==> config.mk <==
export PLATFORM = sky130hd
export DESIGN_NAME = uart_tx_byte_word_decimal_flat
export DESIGN_NICKNAME = d
export VERILOG_FILES = /design/src/hdl/utbwd_pkg.sv /design/src/hdl/utbwd_if.sv /design/src/hdl/utbwd_front.sv /design/src/hdl/utbwd_fifo.sv /design/src/hdl/utbwd_back.sv /design/src/hdl/uart_tx_byte_word_decimal.sv /design/src/flat_wrapper.sv
export SDC_FILE = /design/constraint.sdc
export NUM_CORES = 1
export LEC_CHECK = 0
export ABC_AREA = 1
export BUFFER_PORTS_ARGS = -buffer_cell sky130_fd_sc_hd__buf_2
export CELL_PAD_IN_SITES_DETAIL_PLACEMENT = 1
export CELL_PAD_IN_SITES_GLOBAL_PLACEMENT = 1
export CORE_UTILIZATION = 54
export CTS_BUF_LIST = sky130_fd_sc_hd__clkbuf_4
export DETAILED_ROUTE_END_ITERATION = 7
export GPL_TIMING_DRIVEN = 0
export PLACE_DENSITY = 0.92
export SYNTH_ARGS = -nofsm -noshare
export SYNTH_HDL_FRONTEND = slang
export SYNTH_SLANG_ARGS = --single-unit
==> constraint.sdc <==
create_clock -name clk -period 12 [get_ports clk]
set_input_delay 0.6 -clock clk [delete_from_list [all_inputs] [get_ports clk]]
set_output_delay 0.6 -clock clk [all_outputs]
set_load 0.01 [all_outputs]
==> src/hdl/utbwd_pkg.sv <==
// Shared types and constants for the serial byte/word/decimal transmitter.
package utbwd_pkg;

  localparam logic [1:0] KIND_RAW  = 2'd0;
  localparam logic [1:0] KIND_WORD = 2'd1;
  localparam logic [1:0] KIND_DEC  = 2'd2;

  localparam logic [7:0] ASCII_ZERO = 8'h30;

  // floor(x / 10) == (x * DIV10_MUL) >> DIV10_SHIFT for every 16-bit x
  localparam logic [16:0] DIV10_MUL   = 17'd52429;
  localparam int          DIV10_SHIFT = 19;

  localparam logic [15:0] PERIOD_RESET = 16'd104;

  // Frame: start bit, eight data bits, two stop bits
  localparam logic [3:0] LAST_BIT_IDX = 4'd10;

  typedef struct packed {
    logic [7:0] data;
    logic       last;   // final frame of its request
  } tx_ent_t;

endpackage

==> src/hdl/utbwd_if.sv <==
// Channel interfaces: send request in, one beat per bit period out.
interface utbwd_in_if;
  logic        valid;
  logic        ready;
  logic [1:0]  kind;
  logic [15:0] value;
  modport source (output valid, kind, value, input ready);
  modport sink   (input valid, kind, value, output ready);
endinterface

interface utbwd_out_if;
  logic valid;
  logic ready;
  logic line_level;
  logic frame_end;
  logic last;
  modport source (output valid, line_level, frame_end, last, input ready);
  modport sink   (input valid, line_level, frame_end, last, output ready);
endinterface

==> src/hdl/utbwd_front.sv <==
// Front end: accept requests and break them into bytes to be framed.
module utbwd_front (
  input  logic               clk,
  input  logic               rst_n,
  utbwd_in_if.sink           in_ch,
  output logic               push,
  output utbwd_pkg::tx_ent_t push_ent,
  input  logic               full
);
  import utbwd_pkg::*;

  localparam logic [1:0] S_IDLE = 2'd0;
  localparam logic [1:0] S_DIV  = 2'd1;
  localparam logic [1:0] S_PUSH = 2'd2;

  logic [1:0]  state_r, state_nxt;
  logic [7:0]  byte_r [3];
  logic [7:0]  byte_nxt [3];
  logic [1:0]  lastidx_r, lastidx_nxt;
  logic [1:0]  idx_r, idx_nxt;
  logic [1:0]  cnt_r, cnt_nxt;
  logic [15:0] q_r, q_nxt;

  logic [32:0] prod;
  logic [15:0] quo;
  logic [15:0] rem;
  logic [1:0]  dig_pos;
  logic        push_last;
  logic        accept;

  // one divide-by-ten step a cycle: units first, hundreds last
  assign prod    = {17'd0, q_r} * {16'd0, DIV10_MUL};
  assign quo     = {2'd0, prod[32:DIV10_SHIFT]};
  assign rem     = q_r - (quo << 3) - (quo << 1);
  assign dig_pos = 2'd2 - cnt_r;

  assign push          = (state_r == S_PUSH);
  assign push_ent.data = byte_r[idx_r];
  assign push_ent.last = (idx_r == lastidx_r);
  assign push_last     = push && !full && (idx_r == lastidx_r);

  assign in_ch.ready = (state_r == S_IDLE) || push_last;
  assign accept      = in_ch.valid && in_ch.ready;

  always_comb begin
    state_nxt   = state_r;
    byte_nxt    = byte_r;
    lastidx_nxt = lastidx_r;
    idx_nxt     = idx_r;
    cnt_nxt     = cnt_r;
    q_nxt       = q_r;
    if (accept) begin
      idx_nxt = 2'd0;
      cnt_nxt = 2'd0;
      unique case (in_ch.kind)
        KIND_RAW: begin
          byte_nxt[0] = in_ch.value[7:0];
          lastidx_nxt = 2'd0;
          state_nxt   = S_PUSH;
        end
        KIND_WORD: begin
          byte_nxt[0] = in_ch.value[15:8];
          byte_nxt[1] = in_ch.value[7:0];
          lastidx_nxt = 2'd1;
          state_nxt   = S_PUSH;
        end
        KIND_DEC: begin
          q_nxt       = in_ch.value;
          lastidx_nxt = 2'd2;
          state_nxt   = S_DIV;
        end
        default: begin
          // unused kind: drop the request
          state_nxt = S_IDLE;
        end
      endcase
    end else begin
      unique case (state_r)
        S_DIV: begin
          byte_nxt[dig_pos] = ASCII_ZERO + {4'd0, rem[3:0]};
          q_nxt             = quo;
          cnt_nxt           = cnt_r + 2'd1;
          if (cnt_r == 2'd2) begin
            state_nxt = S_PUSH;
          end
        end
        S_PUSH: begin
          if (!full) begin
            if (idx_r == lastidx_r) begin
              state_nxt = S_IDLE;
            end else begin
              idx_nxt = idx_r + 2'd1;
            end
          end
        end
        default: begin
          state_nxt = S_IDLE;
        end
      endcase
    end
  end

  always_ff @(posedge clk) begin
    if (!rst_n) begin
      state_r <= S_IDLE;
    end else begin
      state_r <= state_nxt;
    end
  end

  always_ff @(posedge clk) begin
    byte_r    <= byte_nxt;
    lastidx_r <= lastidx_nxt;
    idx_r     <= idx_nxt;
    cnt_r     <= cnt_nxt;
    q_r       <= q_nxt;
  end

endmodule

==> src/hdl/utbwd_fifo.sv <==
// Short byte queue between the front end and the line sequencer.
module utbwd_fifo #(
  parameter int DEPTH = 4
) (
  input  logic               clk,
  input  logic               rst_n,
  input  logic               push,
  input  utbwd_pkg::tx_ent_t push_ent,
  output logic               full,
  input  logic               pop,
  output utbwd_pkg::tx_ent_t pop_ent,
  output logic               empty
);
  import utbwd_pkg::*;

  localparam int PW = (DEPTH > 1) ? $clog2(DEPTH) : 1;
  localparam int CW = $clog2(DEPTH + 1);
  localparam logic [PW-1:0] PTR_MAX = PW'(DEPTH - 1);
  localparam logic [CW-1:0] CNT_MAX = CW'(DEPTH);

  tx_ent_t       mem_r [DEPTH];
  logic [PW-1:0] wr_r, wr_nxt;
  logic [PW-1:0] rd_r, rd_nxt;
  logic [CW-1:0] cnt_r, cnt_nxt;
  logic          do_push, do_pop;

  assign full    = (cnt_r == CNT_MAX);
  assign empty   = (cnt_r == '0);
  assign do_push = push && !full;
  assign do_pop  = pop && !empty;
  assign pop_ent = mem_r[rd_r];

  always_comb begin
    wr_nxt  = wr_r;
    rd_nxt  = rd_r;
    cnt_nxt = cnt_r;
    if (do_push) begin
      wr_nxt = (wr_r == PTR_MAX) ? '0 : wr_r + PW'(1);
    end
    if (do_pop) begin
      rd_nxt = (rd_r == PTR_MAX) ? '0 : rd_r + PW'(1);
    end
    if (do_push && !do_pop) begin
      cnt_nxt = cnt_r + CW'(1);
    end else if (do_pop && !do_push) begin
      cnt_nxt = cnt_r - CW'(1);
    end
  end

  always_ff @(posedge clk) begin
    if (!rst_n) begin
      wr_r  <= '0;
      rd_r  <= '0;
      cnt_r <= '0;
    end else begin
      wr_r  <= wr_nxt;
      rd_r  <= rd_nxt;
      cnt_r <= cnt_nxt;
    end
  end

  always_ff @(posedge clk) begin
    if (do_push) begin
      mem_r[wr_r] <= push_ent;
    end
  end

endmodule

==> src/hdl/utbwd_back.sv <==
// Back end: frame each queued byte and pace one output beat per bit period.
module utbwd_back (
  input  logic               clk,
  input  logic               rst_n,
  input  logic [15:0]        period,
  input  utbwd_pkg::tx_ent_t pop_ent,
  input  logic               empty,
  output logic               pop,
  utbwd_out_if.source        out_ch
);
  import utbwd_pkg::*;

  logic        act_r, act_nxt;
  logic [9:0]  frame_r, frame_nxt;
  logic [3:0]  bit_r, bit_nxt;
  logic        lastf_r, lastf_nxt;
  logic [15:0] tmr_r, tmr_nxt;
  logic        ov_r, ov_nxt;
  logic        lvl_r, lvl_nxt;
  logic        fend_r, fend_nxt;
  logic        last_r, last_nxt;

  logic can_emit, ld, at_end;

  assign can_emit = (!ov_r || out_ch.ready) && (tmr_r == '0);
  assign ld       = can_emit && (act_r || !empty);
  assign pop      = ld && !act_r;
  assign at_end   = (bit_r == LAST_BIT_IDX);

  assign out_ch.valid      = ov_r;
  assign out_ch.line_level = lvl_r;
  assign out_ch.frame_end  = fend_r;
  assign out_ch.last       = last_r;

  always_comb begin
    act_nxt   = act_r;
    frame_nxt = frame_r;
    bit_nxt   = bit_r;
    lastf_nxt = lastf_r;
    tmr_nxt   = tmr_r;
    ov_nxt    = ov_r;
    lvl_nxt   = lvl_r;
    fend_nxt  = fend_r;
    last_nxt  = last_r;
    if (out_ch.ready) begin
      ov_nxt = 1'b0;
    end
    if (tmr_r != '0) begin
      tmr_nxt = tmr_r - 16'd1;
    end
    if (ld) begin
      ov_nxt  = 1'b1;
      tmr_nxt = (period == '0) ? '0 : period - 16'd1;
      if (!act_r) begin
        // start bit; stop bits ride in above the data
        act_nxt   = 1'b1;
        frame_nxt = {2'b11, pop_ent.data};
        bit_nxt   = 4'd1;
        lastf_nxt = pop_ent.last;
        lvl_nxt   = 1'b0;
        fend_nxt  = 1'b0;
        last_nxt  = 1'b0;
      end else begin
        lvl_nxt   = frame_r[0];
        frame_nxt = {1'b1, frame_r[9:1]};
        fend_nxt  = at_end;
        last_nxt  = at_end && lastf_r;
        bit_nxt   = bit_r + 4'd1;
        if (at_end) begin
          act_nxt = 1'b0;
        end
      end
    end
  end

  always_ff @(posedge clk) begin
    if (!rst_n) begin
      act_r <= 1'b0;
      tmr_r <= '0;
      ov_r  <= 1'b0;
    end else begin
      act_r <= act_nxt;
      tmr_r <= tmr_nxt;
      ov_r  <= ov_nxt;
    end
  end

  always_ff @(posedge clk) begin
    frame_r <= frame_nxt;
    bit_r   <= bit_nxt;
    lastf_r <= lastf_nxt;
    lvl_r   <= lvl_nxt;
    fend_r  <= fend_nxt;
    last_r  <= last_nxt;
  end

endmodule

==> src/hdl/uart_tx_byte_word_decimal.sv <==
// Serial transmitter, 8 data bits, no parity, two stop bits, with decimal-to-ASCII requests.
//
// A request on in_ch is a raw byte (kind 0, low eight bits of value), a word
// (kind 1, high byte then low byte) or a decimal (kind 2, hundreds, tens and
// units digits of value as ASCII characters); kind 3 is accepted and dropped.
// Each byte goes out as an eleven-bit frame: start bit 0, data LSB first, two
// stop bits 1. Every bit period is one beat on out_ch carrying line_level,
// frame_end (second stop bit) and last (final beat of the request). Beats are
// paced by the bit timer in the back end, which is loaded from bit_period_cycles
// when a beat is loaded (a value of 0 acts as 1); the next beat waits for it and
// for out_ch to take the held beat, so a request is 11, 22 or 33 beats and that
// timer sets the sustained rate. The front end takes a new request as soon as
// the previous one has pushed its bytes, one at a time while the queue is not full,
// into the FIFO_DEPTH-entry queue, after three divide-by-ten steps for a decimal request.
// Write bit_period_cycles through cfg_we/cfg_wdata only while the block is idle.
module uart_tx_byte_word_decimal #(
  parameter int FIFO_DEPTH = 4
) (
  input  logic        clk,
  input  logic        rst_n,
  utbwd_in_if.sink    in_ch,
  utbwd_out_if.source out_ch,
  input  logic        cfg_we,
  input  logic [15:0] cfg_wdata
);
  import utbwd_pkg::*;

  logic [15:0] period_r, period_nxt;
  tx_ent_t     push_ent, pop_ent;
  logic        push, full, pop, empty;

  // hold the bit period register; take a new value on each write
  assign period_nxt = cfg_we ? cfg_wdata : period_r;

  always_ff @(posedge clk) begin
    if (!rst_n) begin
      period_r <= PERIOD_RESET;
    end else begin
      period_r <= period_nxt;
    end
  end

  // front: accept and split requests into bytes
  utbwd_front u_front (
    .clk      (clk),
    .rst_n    (rst_n),
    .in_ch    (in_ch),
    .push     (push),
    .push_ent (push_ent),
    .full     (full)
  );

  // queue: lets the front take the next request while a frame is on the line
  utbwd_fifo #(
    .DEPTH (FIFO_DEPTH)
  ) u_fifo (
    .clk      (clk),
    .rst_n    (rst_n),
    .push     (push),
    .push_ent (push_ent),
    .full     (full),
    .pop      (pop),
    .pop_ent  (pop_ent),
    .empty    (empty)
  );

  // back: frame bytes and advance one beat per bit period
  utbwd_back u_back (
    .clk     (clk),
    .rst_n   (rst_n),
    .period  (period_r),
    .pop_ent (pop_ent),
    .empty   (empty),
    .pop     (pop),
    .out_ch  (out_ch)
  );

endmodule

==> src/flat_wrapper.sv <==
// flat-port wrapper written by rule: the top's interface ports become plain ports
module uart_tx_byte_word_decimal_flat import utbwd_pkg::*;
#(
  parameter int FIFO_DEPTH = 4
)
  (clk, rst_n, cfg_we, cfg_wdata, in_ch_valid, in_ch_kind, in_ch_value, in_ch_ready, out_ch_valid, out_ch_line_level, out_ch_frame_end, out_ch_last, out_ch_ready);
  utbwd_in_if in_ch_i ();
  utbwd_out_if out_ch_i ();
  input  logic clk;
  input  logic rst_n;
  input  logic cfg_we;
  input  logic [15:0] cfg_wdata;
  input wire logic [$bits(in_ch_i.valid)-1:0] in_ch_valid;
  input wire logic [$bits(in_ch_i.kind)-1:0] in_ch_kind;
  input wire logic [$bits(in_ch_i.value)-1:0] in_ch_value;
  output wire logic [$bits(in_ch_i.ready)-1:0] in_ch_ready;
  output wire logic [$bits(out_ch_i.valid)-1:0] out_ch_valid;
  output wire logic [$bits(out_ch_i.line_level)-1:0] out_ch_line_level;
  output wire logic [$bits(out_ch_i.frame_end)-1:0] out_ch_frame_end;
  output wire logic [$bits(out_ch_i.last)-1:0] out_ch_last;
  input wire logic [$bits(out_ch_i.ready)-1:0] out_ch_ready;
  assign in_ch_i.valid = in_ch_valid;
  assign in_ch_i.kind = in_ch_kind;
  assign in_ch_i.value = in_ch_value;
  assign in_ch_ready = in_ch_i.ready;
  assign out_ch_valid = out_ch_i.valid;
  assign out_ch_line_level = out_ch_i.line_level;
  assign out_ch_frame_end = out_ch_i.frame_end;
  assign out_ch_last = out_ch_i.last;
  assign out_ch_i.ready = out_ch_ready;
  uart_tx_byte_word_decimal #(.FIFO_DEPTH(FIFO_DEPTH)) u_core (.clk(clk), .rst_n(rst_n), .in_ch(in_ch_i), .out_ch(out_ch_i), .cfg_we(cfg_we), .cfg_wdata(cfg_wdata));
endmodule
==> results of run 1 <==
-- registers in the layout, indices dropped and copies added, names as in the netlist, 2 cells and up, named ones only --
| signal | count |
|---|---|
| u_core.u_back.bit_r | 4 |
| u_core.u_fifo.wr_r | 2 |
| u_core.u_back.tmr_r | 16 |
| u_core.u_fifo.cnt_r | 3 |
| u_core.u_fifo.mem_r | 36 |
| u_core.u_front.idx_r | 2 |
| u_core.u_front.q_r | 16 |
| u_core.u_front.state_r | 2 |
| u_core.u_front.byte_r | 20 |
| u_core.u_back.frame_r | 8 |
| u_core.u_front.lastidx_r | 2 |
| u_core.period_r | 16 |
| u_core.u_fifo.rd_r | 2 |
| u_core.u_front.cnt_r | 2 |
-- final cells by class --
type,instances,area [um2]
clock inverter,15,156
sequential,139,3680
antenna,1,2.50
clock buffer,17,128
multi-input combinational,888,6770
timing repair buffer,43,215
tap,275,344
buffer,20,97.6
inverter,282,1060
fill,2545,8620
-- routing by layer --
layer,vias up,track usage (%),wire length [um]
met5,-,0,0
met1,4872,37.2,13700
met4,0,28.1,3030
met3,187,6.81,1750
li1,4425,-,-
met2,337,66.7,19800
-- per-stage QoR --
stage	utilization, %	cell area [um2]
final	59.1	12500
after global routing	59.1	12500
after CTS	59.1	12500
after detailed placement	57.7	12200
after global placement	57.7	12200
after floorplan	-	11600
-- cells by family (layout without fill, tap and decap cells) --
logic type | after synthesis | count (layout) | synth area share [%]
and+or+nand+nor | 412 | 412 | 15.0
buffers and inverters | 302 | 377 | 9.99
adders and majority gates | 234 | 234 | 30.4
AOI/OAI and AO/OA | 204 | 204 | 9.90
DFF | 139 | 139 | 31.7
xor gates and xnor gates | 38 | 38 | 2.98
other | 0 | 1 | 0
-- cell usage after synthesis, drive strengths merged (10+ instances only) --
cell type	instances	area share, %
edfxtp	90	23
xor2	26	2.0
a21oi	66	3.0
inv	279	9.0
fa	81	14
nor3	10	0.57
nor2	158	5.2
dfxtp	49	8.4
o21ai	85	3.7
nand2	175	5.8
nand4	10	0.54
clkbuf	12	0.39
nand3	49	2.3
a31oi	10	0.54
ha	153	16
xnor2	11	0.83
-- worst max-delay path, delay by kind of cell (launching register included) --
kind,cells,cell delay [ns]
XOR/XNOR,2,0.58
adder cells (fa/ha/maj),8,3.80
buffers and inverters,4,0.36
flip-flops,1,0.63
AND/OR/NAND/NOR,9,1.11
-- worst paths after layout --
check | start | to | slack, ns | cells past startpoint
worst max-delay path | u_core.u_front.q_r[5] | u_core.u_front.byte_r[11] | 5.23 | 23
worst min register to register | u_core.period_r[15] | u_core.period_r[15] | 0.52 | 2
worst max register to register | u_core.u_front.q_r[5] | u_core.u_front.byte_r[11] | 5.23 | 23
worst min-delay path | cfg_wdata[6] | u_core.period_r[6] | 0.24 | 3
-- cells in the final DEF (no fill, tap or decap), types with 26 or more instances in the layout --
cell,count
fa_1,81
a21oi_1,64
ha_1,153
inv_1,275
nand2_1,170
edfxtp_1,90
dfxtp_1,49
o21ai_0,84
nand3_1,45
nor2_1,155
xor2_1,26
buf_2,49
==> run metrics, run 1 <==
status complete, no violations; Final setup viols 0; final clock period utilization by the worst path 56.4%; layout cells sized above 1 7.55%; Die X 149 um; CP Data Required Time 12.31 ns; detailed placement HPWL 30,700 um; EDFF count, synth 90; first-pass GRT wire length 60,200 um; # H-tree levels 4; worst hold slack 0.243 ns; antenna violations before repair 1; FP Rows 53; Starting DRT DRC Count 453; synth warn 0; min cycle time layout 6.77 ns; Root Driver clkbuf_4; total grt overflow 0; Die ar. 22,100 um2; Initial Utilization 55.1%; crit path launch type register; IO Port Bufs 43; Placed Instances 1,647; Detailed Route WL 38,200 um; Worst setup EP type register; post-place setup slack 5.44 ns; worst hold path type in -> reg; CP cell instances ha_1, inv_1, fa_1, fa_1, fa_1, fa_1, inv_1, fa_1, ha_1, nand2_1, nor2_1, inv_1, nor2_1, nand2_1, nand2_1, xor2_1, ha_1, xor2_1, inv_1, nand3_1, nand3_1, nand3_1, nand2_1; Seq/Total Area, Yosys 31.7%; Non-Filler Instances 1,680; CTS tree done; post-cts resize count 0; worst rel slew slack 38.6%; Worst path slowest cell edfxtp_1; final hold viol count 0; syn nets 1,602; I/O Pins 44; average via count per standard cell 5.85; final setup margin 5.23 ns; GPL Wtd Cong 1.02; GRT Util Overall 36.8%; cell mode on critical path fa_1; largest net degree at the start of global routing 17; Setup CP Type reg -> reg; Peak Freq 0.148 GHz; Reg clk slew, reported paths 0.16 ns; clk buf depth 2; Worst Skew 0.0315 ns; die height 149 um; Async S/R FF share, synth 0%; CTS Hold Buffers Added 0; Post-Syn Area per Cell 8.74 um2; Worst Max-Slew Pin Slew 0.918 ns; drt drc 0; Critical Path Max Stage Delay 0.63 ns; setup_tns 0 ns; CTS Buf Count 17; final slew viol count 0; Post-Syn Area 11,600 um2; area grow syn2layout 7.28%; Worst Path Max Fanout 6; Pre-antenna DRT Iters 7; NumNets Final 1,664; Worst Path Arrival 7.08 ns; worst skew pair latency 0.59 ns; post-route ant nets 0; Synth Register Bits 139; Post-synth top flop edfxtp_1; vias in the first global route 11.3k; Post-Synthesis Cells 1,329; RSZ-0062 raised after global routing false; routed len/inst 22.8 um; Core Region 21,100 um2; vias 9,821; Clock Sinks 139; Setup Fix Bufs, Post-CTS 0; post-synth cell types 49; max capacitance violation total 0
Power of run 1 is not shown: default switching activity piles up to over one toggle a cycle in this logic, so the estimate is an artifact.
==> run 2, diff against run 1 <==
ABC_AREA = 0   (was 1)
CORE_UTILIZATION = 52   (was 54)
PLACE_DENSITY = 0.86   (was 0.92)
clock period = 6.97 ns   (was 12 ns; I/O delays follow)
==> run 2 against run 1 <==
Effect of this change:
- the run now ends with setup timing left
- sequential share of layout area increased by 0.51 points
- design area fell by 1.7%
- largest cell class unchanged
- critical path type unchanged
- worst hold slack worse by 0.20 ns
- non-clock buffer count is 31 higher
- area after synthesis decreased by 6.0%
- final cell count down 18%
- fmax shrank 6.1%
- clock-buffer cell count grew 3
- worst setup slack worse by 5.5 ns
- synthesized cell count is 24% lower
==> run metrics, run 2 <==
failing checks setup timing; Peak Freq 0.139 GHz (-6.1%); total grt overflow 0 (unchanged); Worst Path Arrival 7.53 ns (+0.45 ns); worst rel slew slack 14.7% (-24 points); final clock period utilization by the worst path 103% (+47 points); first-pass GRT wire length 48,700 um (-19%); critical path buffer and inverter count 4 (unchanged); Setup CP Type reg -> reg; area grow syn2layout 12.2%; layout cells sized above 1 15.3% (+7.8 points); FILL cells 2,209 (-13%); average via count per standard cell 6.02 (+3.0%); top cell type by total area after synthesis edfxtp_1; largest net degree at the start of global routing 19 (+2); Top reg by flops u_core.u_fifo.mem_r; Worst setup EP type register; antenna violations before repair 0 (-1); biggest regs u_core.u_fifo.mem_r x36, u_core.u_front.byte_r x20; Async S/R FF share, synth 0% (unchanged); Initial Utilization 53.4% (-1.7 points); Clock Sinks 139 (unchanged); Starting DRT DRC Count 435 (-4.0%); NumNets Final 1,370 (-18%); most instantiated cells after synthesis inv_1 (172), ha_1 (153), edfxtp_1 (90); Worst path slowest cell fa_2; Post-Synthesis Cells 1,004 (-24%); most common cell after layout, fill and taps aside inv_1; CP cell instances buf_6, ha_1, inv_1, fa_1, inv_1, fa_2, fa_2, fa_1, fa_2, ha_4, nand4_1, nor2_2, o2111ai_2, o211ai_1, xor2_1, ha_2, nor3b_4, nor2_2, nand3b_1, buf_4, a21oi_1, a2111oi_4, xnor2_2, a32o_1; FP Rows 52 (-1.9%); GPL Wtd Cong 0.896 (-12%); IO Port Bufs 42 (-2.3%); CTS tree done; crit path launch type register; drt drc 0 (unchanged); clk buf depth 2 (unchanged); die height 147 um (-1.2%); Worst Skew 0.0263 ns (-0.00521 ns); post-synth cell types 61 (+24%); vias 8,306 (-15%); max reg flops 36 (unchanged); EDFF count, synth 90 (unchanged); multi-input logic area 6710 um2 (-0.91%); final slew viol count 0 (unchanged); Die X 147 um (-1.2%); Post-Syn Area 10,900 um2 (-6.0%); routed len/inst 25.2 um (+11%); syn nets 1,277 (-20%); Critical Path Max Stage Delay 0.64 ns (about the same); max capacitance violation total 0 (unchanged); final hold viol count 0 (unchanged); count leader, synth inv_1; top post-synthesis cells by area edfxtp_1 (25%), ha_1 (18%), fa_1 (15%); final setup margin -0.239 ns (-5.47 ns); CP Data Required Time 7.29 ns (-5.02 ns); Pre-antenna DRT Iters 5 (-2); most frequent cells in the layout inv_1 (165), ha_1 (143), edfxtp_1 (90); Crit path max-delay family adder cells; Antenna Cells 0 (-1); min cycle time layout 7.21 ns (+0.442 ns); Final setup viols 6 (+6); CTS Hold Buffers Added 0 (unchanged); Detailed Route WL 34,700 um (-9.1%); Post-synth top flop edfxtp_1; detailed placement HPWL 22,200 um (-27%); Worst Path Max Fanout 5 (-1); Post-Syn Area per Cell 10.9 um2 (+24%); Register Area 3680 um2 (unchanged); setup_tns -0.734 ns (-0.734 ns); GRT Util Overall 30.2% (-6.6 points); Seq/Total Area, Yosys 33.7% (+2.0 points); vias in the first global route 8,990 (-20%); I/O Pins 44 (unchanged); Die ar. 21,600 um2 (-2.4%); CTS Buf Count 17 (unchanged); Core Region 20,400 um2 (-3.1%); Synth Register Bits 139 (unchanged); worst skew pair latency 0.56 ns (-0.03 ns); worst hold path type in -> reg; Synth top area share 24.8% (+1.5 points); synth warn 0 (unchanged); status complete, but fails checks; # H-tree levels 4 (unchanged); Reg clk slew, reported paths 0.15 ns (about the same); RSZ-0062 raised after global routing true; cell mode on critical path fa_2; Root Driver clkbuf_4; post-route ant nets 0 (unchanged); Worst Max-Slew Pin Slew 1.27 ns (+0.348 ns)
==> run 2: cell types whose count changed in the layout (fill, tap and decap cells not counted), sizes merged, moves of 33 or more <==
cell   delta
nand2   -115
inv     -112
nor2    -111
o21ai    -59
nand3    -41
a21oi    -33
==> run 2: final cells by class <==
class | count | share of cell area [%]
well taps | 270 | 2.76
multi-input cells | 672 | 54.8
plain buffers | 19 | 0.592
flip-flops and latches | 139 | 30.1
inverters | 173 | 5.32
clock buffers | 20 | 1.23
clock inverters | 12 | 1.40
repair buffers | 75 | 3.86
==> run 2: worst paths after layout <==
path,start,endpoint,slack [ns],depth (start not counted)
max,u_core.u_front.q_r[3],u_core.u_front.byte_r[11],-0.24,24
min reg2reg,u_core.u_fifo.rd_r[1],u_core.u_fifo.rd_r[1],0.51,2
max reg2reg,u_core.u_front.q_r[3],u_core.u_front.byte_r[11],-0.24,24
min,cfg_wdata[5],u_core.period_r[5],0.05,3
==> run 2: what timing repair did <==
item	CTS	global route
buffers inserted	20	13
gates cloned	0	0
gates resized for setup	20	21
endpoints found under the setup margin	3	6
pin swaps	20	15
==> run 2: layer usage <==
layer / up-vias / GRT usage (%) / wire, um
li1: 3584 / - / -
met1: 4111 / 33.8 / 12400
met2: 441 / 55.2 / 17400
met3: 170 / 5.53 / 2150
met4: 0 / 14.1 / 2750
met5: - / 0 / 0
==> run 2: worst reg2reg max path, delay by kind of cell, from the launching register on <==
kind / cells / cell delay, ns
buffers and inverters: 4 / 0.55
AND/OR/NAND/NOR: 5 / 0.78
XOR/XNOR: 2 / 0.45
AO/OA/AOI/OAI: 5 / 1.04
flip-flops: 1 / 0.51
adder cells (fa/ha/maj): 8 / 3.64
==> run 2: cells by family (layout without fill, tap and decap cells) <==
| logic type | after synthesis | in the layout | share of synthesized area [%] |
|---|---|---|---|
| fa+ha+maj | 234 | 234 | 32.4 |
| simple gates | 225 | 225 | 10.7 |
| buf+inv | 193 | 299 | 6.65 |
| flops | 139 | 139 | 33.7 |
| compound gates | 107 | 107 | 6.29 |
| xor+xnor | 57 | 57 | 4.57 |
| mux | 49 | 49 | 5.62 |
==> run 2: through the flow <==
step	instance area (um2)	worst slack, ns	hold slack (ns)	std cells	util (%)
finish	12300	-0.239	0.0455	1380	60.0
detailed placement	11500	-0.903	0.494	1316	56.1
global placement	11500	-0.798	0.467	1316	56.1
floorplan	10900	0.340	0.451	1004	-
global route	12300	-0.381	0.0177	1380	60.0
CTS	12000	0.00628	0.0159	1367	59.0
Power of run 2 is left out for the same reason.
